`src/kdlpr_pkg.sv`:
```
// Shared types and constants for the key debounce, long-press and repeat block.
// Used by the key lanes, the report merge stage and the top level.
package kdlpr_pkg;

	localparam int NUM_KEYS = 5;
	localparam int TYPE_W   = 2;
	localparam int CNT_W    = 8;
	localparam int TYPES_W  = NUM_KEYS * TYPE_W;
	localparam int CFG_W    = TYPES_W;
	localparam int CFG_IDX_W = 2;
	localparam int TDATA_W  = ((NUM_KEYS + 7) / 8) * 8;

	localparam logic [TYPE_W-1:0] TYPE_SHORT  = 2'd0;
	localparam logic [TYPE_W-1:0] TYPE_LONG   = 2'd1;
	localparam logic [TYPE_W-1:0] TYPE_REPEAT = 2'd2;
	localparam logic [TYPE_W-1:0] TYPE_NONE   = 2'd3;

	localparam logic [CFG_IDX_W-1:0] REG_KEY_TYPES = 2'd0;
	localparam logic [CFG_IDX_W-1:0] REG_DEBOUNCE  = 2'd1;
	localparam logic [CFG_IDX_W-1:0] REG_HOLD      = 2'd2;
	localparam logic [CFG_IDX_W-1:0] REG_REPEAT    = 2'd3;

	localparam logic [TYPES_W-1:0] KEY_TYPES_RST = 10'd90;
	localparam logic [CNT_W-1:0]   DEBOUNCE_RST  = 8'd2;
	localparam logic [CNT_W-1:0]   HOLD_RST      = 8'd100;
	localparam logic [CNT_W-1:0]   REPEAT_RST    = 8'd30;
	localparam logic [CNT_W-1:0]   HOLD_MAX      = 8'd254;

	// Timing settings shared by every lane.
	typedef struct packed {
		logic [CNT_W-1:0] debounce;
		logic [CNT_W-1:0] hold_lim;
		logic [CNT_W-1:0] repeat_ticks;
	} timing_t;

endpackage

```
`src/kdlpr_lane.sv`:
```
// One key lane: debounce counter, confirmed flag, hold and repeat counters.
// Depends on kdlpr_pkg for widths, key type codes and the timing struct.
module kdlpr_lane import kdlpr_pkg::*; (
	input  logic              clk,
	input  logic              arst_n,
	input  logic              advance,
	input  logic              pressed,
	input  logic [TYPE_W-1:0] kind,
	input  timing_t           timing,
	output logic              report
);

	logic [CNT_W-1:0] dbc_q, hold_q, rpt_q;
	logic             conf_q;
	logic [CNT_W-1:0] dbc_d, hold_d, rpt_d, hold_inc, rpt_inc;
	logic             conf_d;

	always_comb begin
		dbc_d    = dbc_q;
		conf_d   = conf_q;
		hold_d   = hold_q;
		rpt_d    = rpt_q;
		report   = 1'b0;
		hold_inc = CNT_W'(hold_q + 1'b1);
		rpt_inc  = CNT_W'(rpt_q + 1'b1);

		if (pressed) begin
			if (dbc_q < timing.debounce) begin
				dbc_d = CNT_W'(dbc_q + 1'b1);
			end else begin
				conf_d = 1'b1;
			end
		end else begin
			report = conf_q && (kind == TYPE_SHORT);
			conf_d = 1'b0;
			dbc_d  = '0;
			hold_d = '0;
			rpt_d  = '0;
		end

		if (conf_d) begin
			case (kind)
				TYPE_LONG: begin
					// Count up to the limit, report once as it is reached and step past it.
					if (hold_q < timing.hold_lim) begin
						hold_d = hold_inc;
					end
					if (hold_d == timing.hold_lim) begin
						report = 1'b1;
						hold_d = CNT_W'(hold_d + 1'b1);
					end
				end
				TYPE_REPEAT: begin
					if (hold_q == '0) begin
						report = 1'b1;
						hold_d = CNT_W'(1);
					end else if (hold_q < timing.hold_lim) begin
						hold_d = hold_inc;
					end else if (rpt_inc >= timing.repeat_ticks) begin
						rpt_d  = '0;
						report = 1'b1;
					end else begin
						rpt_d = rpt_inc;
					end
				end
				default: begin
				end
			endcase
		end
	end

	always_ff @(posedge clk or negedge arst_n) begin
		if (!arst_n) begin
			dbc_q  <= '0;
			conf_q <= 1'b0;
			hold_q <= '0;
			rpt_q  <= '0;
		end else if (advance) begin
			dbc_q  <= dbc_d;
			conf_q <= conf_d;
			hold_q <= hold_d;
			rpt_q  <= rpt_d;
		end
	end

endmodule

```
`src/kdlpr_merge.sv`:
```
// Merge stage: gathers the lane reports into one word and holds it in an
// output register backed by a skid register. Depends on kdlpr_pkg.
module kdlpr_merge import kdlpr_pkg::*; (
	input  logic                clk,
	input  logic                arst_n,
	input  logic                push,
	input  logic [NUM_KEYS-1:0] lane_report,
	output logic                in_ready,
	output logic                out_valid,
	input  logic                out_ready,
	output logic [NUM_KEYS-1:0] out_mask
);

	logic [NUM_KEYS-1:0] main_q, skid_q, mask;
	logic                main_valid_q, skid_valid_q;

	// The report word is the OR-free concatenation of the per-lane pulses.
	assign mask      = lane_report;
	assign in_ready  = !skid_valid_q;
	assign out_valid = main_valid_q;
	assign out_mask  = main_q;

	always_ff @(posedge clk or negedge arst_n) begin
		if (!arst_n) begin
			main_valid_q <= 1'b0;
			skid_valid_q <= 1'b0;
		end else if (!main_valid_q || out_ready) begin
			if (skid_valid_q) begin
				main_valid_q <= 1'b1;
				skid_valid_q <= 1'b0;
			end else begin
				main_valid_q <= push;
			end
		end else if (push) begin
			skid_valid_q <= 1'b1;
		end
	end

	always_ff @(posedge clk) begin
		if (!main_valid_q || out_ready) begin
			main_q <= skid_valid_q ? skid_q : mask;
		end else if (push) begin
			skid_q <= mask;
		end
	end

	a_skid_needs_main: assert property (@(posedge clk) disable iff (!arst_n)
		skid_valid_q |-> main_valid_q)
		else $error("skid word held while output register is empty");

	a_fill_empty: assert property (@(posedge clk) disable iff (!arst_n)
		(push && !main_valid_q) |=> (main_valid_q && main_q == $past(mask)))
		else $error("word pushed into empty stage not presented");

	a_stall_to_skid: assert property (@(posedge clk) disable iff (!arst_n)
		(push && main_valid_q && !out_ready) |=> (skid_valid_q && skid_q == $past(mask)))
		else $error("word pushed during stall not captured in skid");

	a_drain_skid: assert property (@(posedge clk) disable iff (!arst_n)
		(skid_valid_q && out_ready) |=> (main_valid_q && main_q == $past(skid_q)))
		else $error("skid word not moved to output register");

endmodule

```
`src/key_debounce_long_press_repeat.sv`:
```
// Top level of the key debounce, long-press and auto-repeat block.
// Depends on kdlpr_pkg, kdlpr_lane and kdlpr_merge.
//
// Usage: each word on the s_ stream is one tick of sampled key levels, bit k
// set when key k is pressed. For every accepted word the block returns one
// word on the m_ stream whose bit k pulses when key k reports on that tick.
// Short keys report on release after a confirmed press, long keys once when
// the hold count is reached, repeat keys on confirmation and then every
// repeat period after the hold.
// One lane per key updates its counters in the accepting cycle; the merged
// report mask is registered in the output register, or in the skid register
// while the receiver stalls. Throughput is one word per cycle, limited only
// by the output register. When the receiver stalls, one more word is taken
// into a skid register and then s_tready drops until the output drains.
// Settings are written on cfg_we with cfg_addr selecting key types, debounce,
// hold or repeat count; write them only while the stream is idle.
// Reset clears all key state to released, empties the output and loads the
// default settings.
module key_debounce_long_press_repeat import kdlpr_pkg::*; (
	input  logic                 clk,
	input  logic                 arst_n,
	input  logic                 s_tvalid,
	output logic                 s_tready,
	input  logic [TDATA_W-1:0]   s_tdata,   // [4:0] key_levels, rest zero
	output logic                 m_tvalid,
	input  logic                 m_tready,
	output logic [TDATA_W-1:0]   m_tdata,   // [4:0] report_mask, rest zero
	input  logic                 cfg_we,
	input  logic [CFG_IDX_W-1:0] cfg_addr,
	input  logic [CFG_W-1:0]     cfg_wdata
);

	logic [TYPES_W-1:0]  key_types_q;
	logic [CNT_W-1:0]    debounce_q, hold_q, repeat_q;
	timing_t             timing;
	logic                accept;
	logic [NUM_KEYS-1:0] lane_report, out_mask;

	always_ff @(posedge clk or negedge arst_n) begin
		if (!arst_n) begin
			key_types_q <= KEY_TYPES_RST;
			debounce_q  <= DEBOUNCE_RST;
			hold_q      <= HOLD_RST;
			repeat_q    <= REPEAT_RST;
		end else if (cfg_we) begin
			unique case (cfg_addr)
				REG_KEY_TYPES: key_types_q <= cfg_wdata[TYPES_W-1:0];
				REG_DEBOUNCE:  debounce_q  <= cfg_wdata[CNT_W-1:0];
				REG_HOLD:      hold_q      <= cfg_wdata[CNT_W-1:0];
				REG_REPEAT:    repeat_q    <= cfg_wdata[CNT_W-1:0];
				default: begin
				end
			endcase
		end
	end

	// A hold setting of 255 behaves as 254 so the hold counter never wraps.
	assign timing.debounce     = debounce_q;
	assign timing.hold_lim     = (hold_q > HOLD_MAX) ? HOLD_MAX : hold_q;
	assign timing.repeat_ticks = repeat_q;

	assign accept = s_tvalid && s_tready;

	for (genvar k = 0; k < NUM_KEYS; k++) begin : g_lane
		kdlpr_lane u_lane (
			.clk      (clk),
			.arst_n   (arst_n),
			.advance  (accept),
			.pressed  (s_tdata[k]),
			.kind     (key_types_q[k*TYPE_W +: TYPE_W]),
			.timing   (timing),
			.report   (lane_report[k])
		);
	end

	kdlpr_merge u_merge (
		.clk         (clk),
		.arst_n      (arst_n),
		.push        (accept),
		.lane_report (lane_report),
		.in_ready    (s_tready),
		.out_valid   (m_tvalid),
		.out_ready   (m_tready),
		.out_mask    (out_mask)
	);

	assign m_tdata = TDATA_W'(out_mask);

endmodule
```
`config.mk`:
```
export PLATFORM = sky130hd
export DESIGN_NAME = key_debounce_long_press_repeat
export DESIGN_NICKNAME = d
export VERILOG_FILES = /design/src/kdlpr_pkg.sv /design/src/kdlpr_lane.sv /design/src/kdlpr_merge.sv /design/src/key_debounce_long_press_repeat.sv
export SDC_FILE = /design/constraint.sdc
export NUM_CORES = 1
export LEC_CHECK = 0
export BUFFER_PORTS_ARGS = -buffer_cell sky130_fd_sc_hd__buf_2
export CAP_MARGIN = 20
export CORE_UTILIZATION = 65
export CTS_CLUSTER_SIZE = 20
export DETAILED_ROUTE_END_ITERATION = 8
export GPL_TIMING_DRIVEN = 0
export PLACE_DENSITY = 0.88
export SLEW_MARGIN = 20
export SYNTH_ARGS = -nofsm -noshare
export SYNTH_HDL_FRONTEND = slang
export SYNTH_SLANG_ARGS = --single-unit
```
`constraint.sdc`:
```
create_clock -name clk -period 5 [get_ports clk]
set_input_delay 0.25 -clock clk [delete_from_list [all_inputs] [get_ports clk]]
set_output_delay 0.25 -clock clk [all_outputs]
set_load 0.02 [all_outputs]
```
# == Yosys cells after proc, flatten, opt, wreduce, memory -nomap -nowiden ==
# Cells that the tools add are included.
# Widths: inputs -> output; s select.
# totals
regBits,171
input_bits,25
out_inout_bits,10
elab_cells,249
# classes
n_addsub,20
order_cmp,16
eq_ne,23
mux,130
bitwise,1
n_reduce_logical,31
# ops
op,count
$mux 8,76
$add 8x1->8 const B,20
$lt 8x8->1,10
$pmux 8 s2,5
$mux 1,43
$eq 8x8->1,5
$ge 8x8->1,5
$logic_not 8->1,5
$reduce_and 2->1,10
$eq 2x2->1 const B,7
$eq 2x1->1 const B,6
$logic_not 2->1,6
$ne 2x1->1 const B,5
$pmux 1 s2,5
$gt 8x8->1 const B,1
$logic_and 1x1->1,6
$mux 5,1
$logic_not 1->1,2
$reduce_bool 2->1,1
$logic_or 1x1->1,1
$not 1->1,1

# == Longest topological paths before layout ==
# depth
ltp_word,11
ltp_mapped,15
depth_no_buf,13

# == Modules after synthesis ==
# A second synthesis with hierarchy kept.
# unflattened
hier_cells,1902
hier_area_um2,15886.5
# modules_own_cells
module,n_inst,cells_each,area_each_um2,seq_area_each_um2
kdlpr_lane (g_lane[0].u_lane ...),3,357,2813.9,625.6
kdlpr_lane (g_lane[2].u_lane),1,346,2816.5,625.6
kdlpr_lane (g_lane[4].u_lane),1,372,2780.2,625.6
key_debounce_long_press_repeat,1,88,1382.6,865.8
kdlpr_merge,1,25,465.4,350.3

# == Worst setup path before layout ==
# No wires, ideal clock.
# synth_path
kind,register to register
from,reg hold_q[6]
to,reg g_lane[3].u_lane.hold_q[3]
setup_time_ps,126
arrival_time_ps,3652
required_time_ps,4874
slack_ps,1222
path_stages_with_launch,15
path_buffers,2
synth_period_minus_slack_ps,3778
path_cell_list,dfstp_2 clkbuf_1 inv_1 ha_1 nand4_1 nor3_1 o211a_1 buf_2 o211ai_1 a21oi_1 o22ai_1 o21bai_1 or4_4 mux2_1 a221o_1
# synth_between
elab_chain_len,10
elab_cells_between_ends,12
classes_between,1 x add/sub; 2 x order compare; 1 x eq/ne; 8 x mux
# synth_rtl
item,line,rtl
start: declaration,key_debounce_long_press_repeat.sv:34,"logic [CNT_W-1:0] debounce_q, hold_q, repeat_q;"
start signal: assignment,key_debounce_long_press_repeat.sv:49,REG_HOLD: hold_q <= cfg_wdata[CNT_W-1:0];
$gt 8x8->1,key_debounce_long_press_repeat.sv:59,assign timing.hold_lim = (hold_q > HOLD_MAX) ? HOLD_MAX : hold_q;
$mux 8 *,key_debounce_long_press_repeat.sv:59,
$lt 8x8->1,"kdlpr_lane.sv:45, kdlpr_lane.sv:57",
$mux 8,"kdlpr_lane.sv:45, kdlpr_lane.sv:57",
$mux 8,kdlpr_lane.sv:42,case (kind)
$mux 8,kdlpr_lane.sv:41,if (conf_d) begin
$add 8x1->8 / $eq 8x8->1 (equally long branches),"kdlpr_lane.sv:50, kdlpr_lane.sv:48",
$mux 8,kdlpr_lane.sv:48,if (hold_d == timing.hold_lim) begin
$pmux 8 s2 *,kdlpr_lane.sv:42,
$mux 8 *,kdlpr_lane.sv:41,
end signal: assignment,kdlpr_lane.sv:81,hold_q <= hold_d;
end: declaration,kdlpr_lane.sv:13,"logic [CNT_W-1:0] dbc_q, hold_q, rpt_q;"
# Mark *: on every way between the ends. The rest lies on a longest branch, timed or not. The select of a mux whose other input is x is not followed.
# A chain may end at the register's enable or synchronous reset.

# == Worst setup path in the final report ==
# layout_path
from,reg hold_q[5]
to,"reg u_merge.main_q[0] (netlist: u_merge.out_mask[0]), data pin"
# layout_between
elab_chain_len,11
elab_cells_between_ends,13
classes_between,2 x order compare; 1 x eq/ne; 10 x mux
# layout_rtl
item,line,rtl
$gt 8x8->1,key_debounce_long_press_repeat.sv:59,
$mux 8 *,key_debounce_long_press_repeat.sv:59,
$lt 8x8->1,"kdlpr_lane.sv:45, kdlpr_lane.sv:57",
$mux 8,kdlpr_lane.sv:45,if (hold_q < timing.hold_lim) begin
$mux 8,kdlpr_lane.sv:42,
$mux 8,kdlpr_lane.sv:41,
$eq 8x8->1,kdlpr_lane.sv:48,
$mux 1,kdlpr_lane.sv:48,
$pmux 1 s2 *,kdlpr_lane.sv:42,
$mux 1 *,kdlpr_lane.sv:41,
via g_lane[0].u_lane.report,kdlpr_lane.sv:10,output logic report
$mux 5 *,kdlpr_merge.sv:41,main_q <= skid_valid_q ? skid_q : mask;
end signal: assignment,kdlpr_merge.sv:41,
end: declaration,kdlpr_merge.sv:14,"logic [NUM_KEYS-1:0] main_q, skid_q, mask;"
# Mark *: on every way through the listed nets, which the timed path passes. The rest lies on a longest branch. The select of a mux whose other input is x is not followed.

==> out/qor.yml <==
run_status:
  outcome: "completed"
logic_synthesis:
  synth_xor_area_frac: 0.0717
  synthSimpleGateAreaFrac: 0.225
  synth-async-reset-ratio: 0.942
  yosysTopAreaCellShare: 0.259
  avgSynthCellArea_um2: 8.51
  seq_area_frac_synth: 0.302
  synth_edf_count: 10
  ys_dominant_reg_cell: "dfrtp_1"
  synth_cell_types: 89
  synthMuxAreaShare: 0.0305
  ys_ff_latch: 171
  synthesis.area_um2: 14400
  yosys-top-cells-area: "dfrtp_1 (26%), ha_1 (13%), nand2_1 (4.7%)"
  synth_compound_area_frac: 0.206
  synth_top_family_by_area: "simple AND/OR/NAND/NOR gates"
  ys_warn_count: 0
  synthAdderAreaFrac: 0.126
  yosys.area.top_type: "dfrtp_1"
  syn_inst: 1693
pwr:
  seqPwrFrac: 0.400
  netSwitchingPower_mw: 1.57
  vdd_drop_max_mv: 0.229
  switching_share: 0.370
  p_leak_nw: 7.07
  p_comb_frac: 0.283
  power.internal_mw: 2.67
  p_per_area_nw_per_um2: 272
  clock_power_share: 0.318
setup_path:
  path_class: "reg2reg"
  arrival_ps: 5140
  slowest_delay_ps: 740
  slowest_stage: "a2111oi_2"
  crit_fanout: 12
  cp.required_ps: 5310
  setup.worst_path.end_class: "flop"
  crit_chain: "buf_4 > clkinv_1 > ha_1 > nand4_1 > o31ai_1 > nor2_1 > clkbuf_1 > a211oi_1 > o211ai_1 > a2111oi_2 > o2bb2ai_1 > a21o_1 > mux2_2"
  cp-start-kind: "flop"
timing:
  hold_slack_ps: 69.6
  hold_violations: 0
  slew_violations: 0
  fin_crit_ps: 4830
  setup_viol_count_final: 0
  setup_tns_ps: 0
  final.setup_skew_ps: 11.7
  timing.fmax_mhz: 207
  worstMarginPinSlew_ps: 872
  fin_ws_ps: 166
  rsz0062_at_grt: "false"
  slew-limit-headroom: 0.417
  period_share: 0.967
clocking:
  clock_latency_ps: 440
  clk_pin_slew_ps: 70
  cts_tree: "yes"
  cts-root-buf: "clkbuf_16"
  htreeDepth: 4
  clockBufferDepth: 2
  numCtsBuffers: 17
  cts.sinks: 171
floorplanning:
  dieArea_um2: 22800
  die_h_um: 151
  std_cell_rows: 54
  num_io_pins: 35
  initial_core_util: 0.662
  core_um2: 21800
  die_w_um: 151
global_routing:
  antenna_found_initial: 1
  grt_pass1_vias: 13100
  grtUsageTotal: 0.374
  grt_first_pass_wirelength_um: 66400
  gr-total-overflow: 0
  grt_max_degree: 82
detailed_routing:
  met3_length_um: 3500
  routedWlPerCell_um: 20.4
  drt-met1-wl_um: 17000
  viasPerCell: 6.76
  drt_iter0_drc: 1381
  dr_wl_met2_um: 19200
  first_pass_iters: 6
  top_layer: "met4"
  drc: 0
  antenna_left: 0
  vias: 13800
  wl_um: 41500
place:
  dp_slack_ps: 59.0
  hpwl_um: 30100
  gp_congestion: 0.959
  io_buffers: 27
  placed_cells: 2003
finish:
  nets: 1915
  instances_no_fill: 2039
  drive_gt1_frac: 0.0830
  fin_util: 0.716
  area_growth_pct: 8.18
flow_run:
  drv_cap: 0
min_path:
  hp-class: "in2reg"
[worst max-delay path, delay by kind of cell (launching register included)]
family / cells / cell delay [ps]
mux: 1 / 180
compound gates: 6 / 2160
flops: 1 / 520
buf+inv: 3 / 950
fa+ha+maj: 1 / 550
simple gates: 2 / 330
[cell usage in the layout, fill, tap and decap left out, types with 12 or more instances in the layout]
| master | instances |
|---|---|
| nand2_1 | 181 |
| dfrtp_1 | 149 |
| ha_1 | 145 |
| nor2_1 | 136 |
| o21ai_0 | 108 |
| a21oi_1 | 74 |
| inv_1 | 70 |
| nand3_1 | 69 |
| xnor2_1 | 62 |
| xor2_1 | 56 |
| nand2b_1 | 44 |
| clkbuf_1 | 42 |
| and3_1 | 40 |
| nor3_1 | 34 |
| buf_2 | 32 |
| mux2_2 | 30 |
| nand4_1 | 28 |
| o211ai_1 | 26 |
| a22oi_1 | 24 |
| a22o_1 | 23 |
| and2_1 | 20 |
| a21o_1 | 19 |
| nor2b_1 | 19 |
| clkbuf_16 | 17 |
| a211oi_1 | 15 |
| a31oi_1 | 12 |
| dfstp_2 | 12 |
[cells by family (layout without fill, tap and decap cells)]
group	Yosys count	in the layout
AND/OR/NAND/NOR	647	647
AO/OA/AOI/OAI	436	436
flip-flops	171	171
adder cells (fa/ha/maj)	145	145
buffers and inverters	135	198
XOR/XNOR	118	118
multiplexers	40	40
other	1	4
[sequential cells by signal, indices dropped and copies added, names as in the netlist]
signal	cells
key_types_q	10
repeat_q	8
g_lane.u_lane.conf_q	5
u_merge.skid_valid_q	1
g_lane.u_lane.hold_q	40
g_lane.u_lane.dbc_q	40
u_merge.skid_q	5
debounce_q	8
g_lane.u_lane.rpt_q	40
u_merge.out_mask	5
u_merge.out_valid	1
hold_q	8
[routing by layer]
layer | GRT usage | up-vias
met3 | 0.0488 | 136
met5 | 0 | -
met2 | 0.606 | 728
met4 | 0.180 | 0
li1 | - | 6330
met1 | 0.493 | 6592
[power by group through the flow]
| stage | registers (mW) | clock network [mW] | logic, mW |
|---|---|---|---|
| floorplan | 1.67 | 0 | 0.811 |
| global placement | 1.70 | 0 | 1.09 |
| detailed placement | 1.71 | 0 | 1.15 |
| CTS | 1.68 | 1.35 | 1.17 |
| global route | 1.71 | 1.40 | 1.32 |
| finish | 1.69 | 1.35 | 1.20 |
[timing repair]
action	CTS	global route
hold buffers	1	0
setup buffers	0	3
endpoints found under the hold margin	77	0
resized for setup	0	3
setup endpoints to repair	0	30
[stage by stage]
stage / total power [mW] / cell area, um2
after detailed placement: 2.86 / 14900
final: 4.24 / 15600
after global routing: 4.43 / 15600
after global placement: 2.79 / 14900
after CTS: 4.20 / 15500
after floorplan: 2.48 / 14400
[area by class of cell]
class                   count  area, um2
plain buffers              61        275
repair buffers             32        218
clock buffers              17        425
inverters                  73        278
multi-input cells        1389       9520
flip-flops and latches    171       4340
well taps                 280        350
clock inverters            15        170
fillers                  1643       6170
diodes                      1       2.50
[synth_stat cells, drive strengths merged, types with 7 or more instances]
cell type	instances
nand2	181
dfrtp	149
ha	145
nor2	136
o21ai	119
a21oi	76
inv	72
nand3	69
xnor2	62
xor2	56
nand2b	45
clkbuf	43
and3	40
nor3	35
mux2	31
nand4	28
o211ai	26
a22oi	24
a22o	23
and2	21
a21o	19
buf	19
nor2b	19
a211oi	16
nor4	14
a31oi	12
dfstp	12
or2	12
o31ai	11
or3	11
edfxtp	10
mux2i	9
o221ai	9
a211o	8
nand3b	8
o22ai	8
or4	7
[path summary, 6_finish.rpt]
kind                                from  slack (ps)  depth (start not counted)                          to
min in group asynchronous         arst_n         400                          2  g_lane[3].u_lane.hold_q[6]
max in group asynchronous         arst_n        3710                          3              key_types_q[1]
setup reg to reg               hold_q[5]         170                         13         u_merge.out_mask[0]
hold / removal              cfg_wdata[8]          70                          3              key_types_q[8]
hold reg to reg            debounce_q[5]         510                          1               debounce_q[5]
setup / recovery               hold_q[5]         170                         13         u_merge.out_mask[0]
Note: power is estimated with default switching activity, not from simulation.
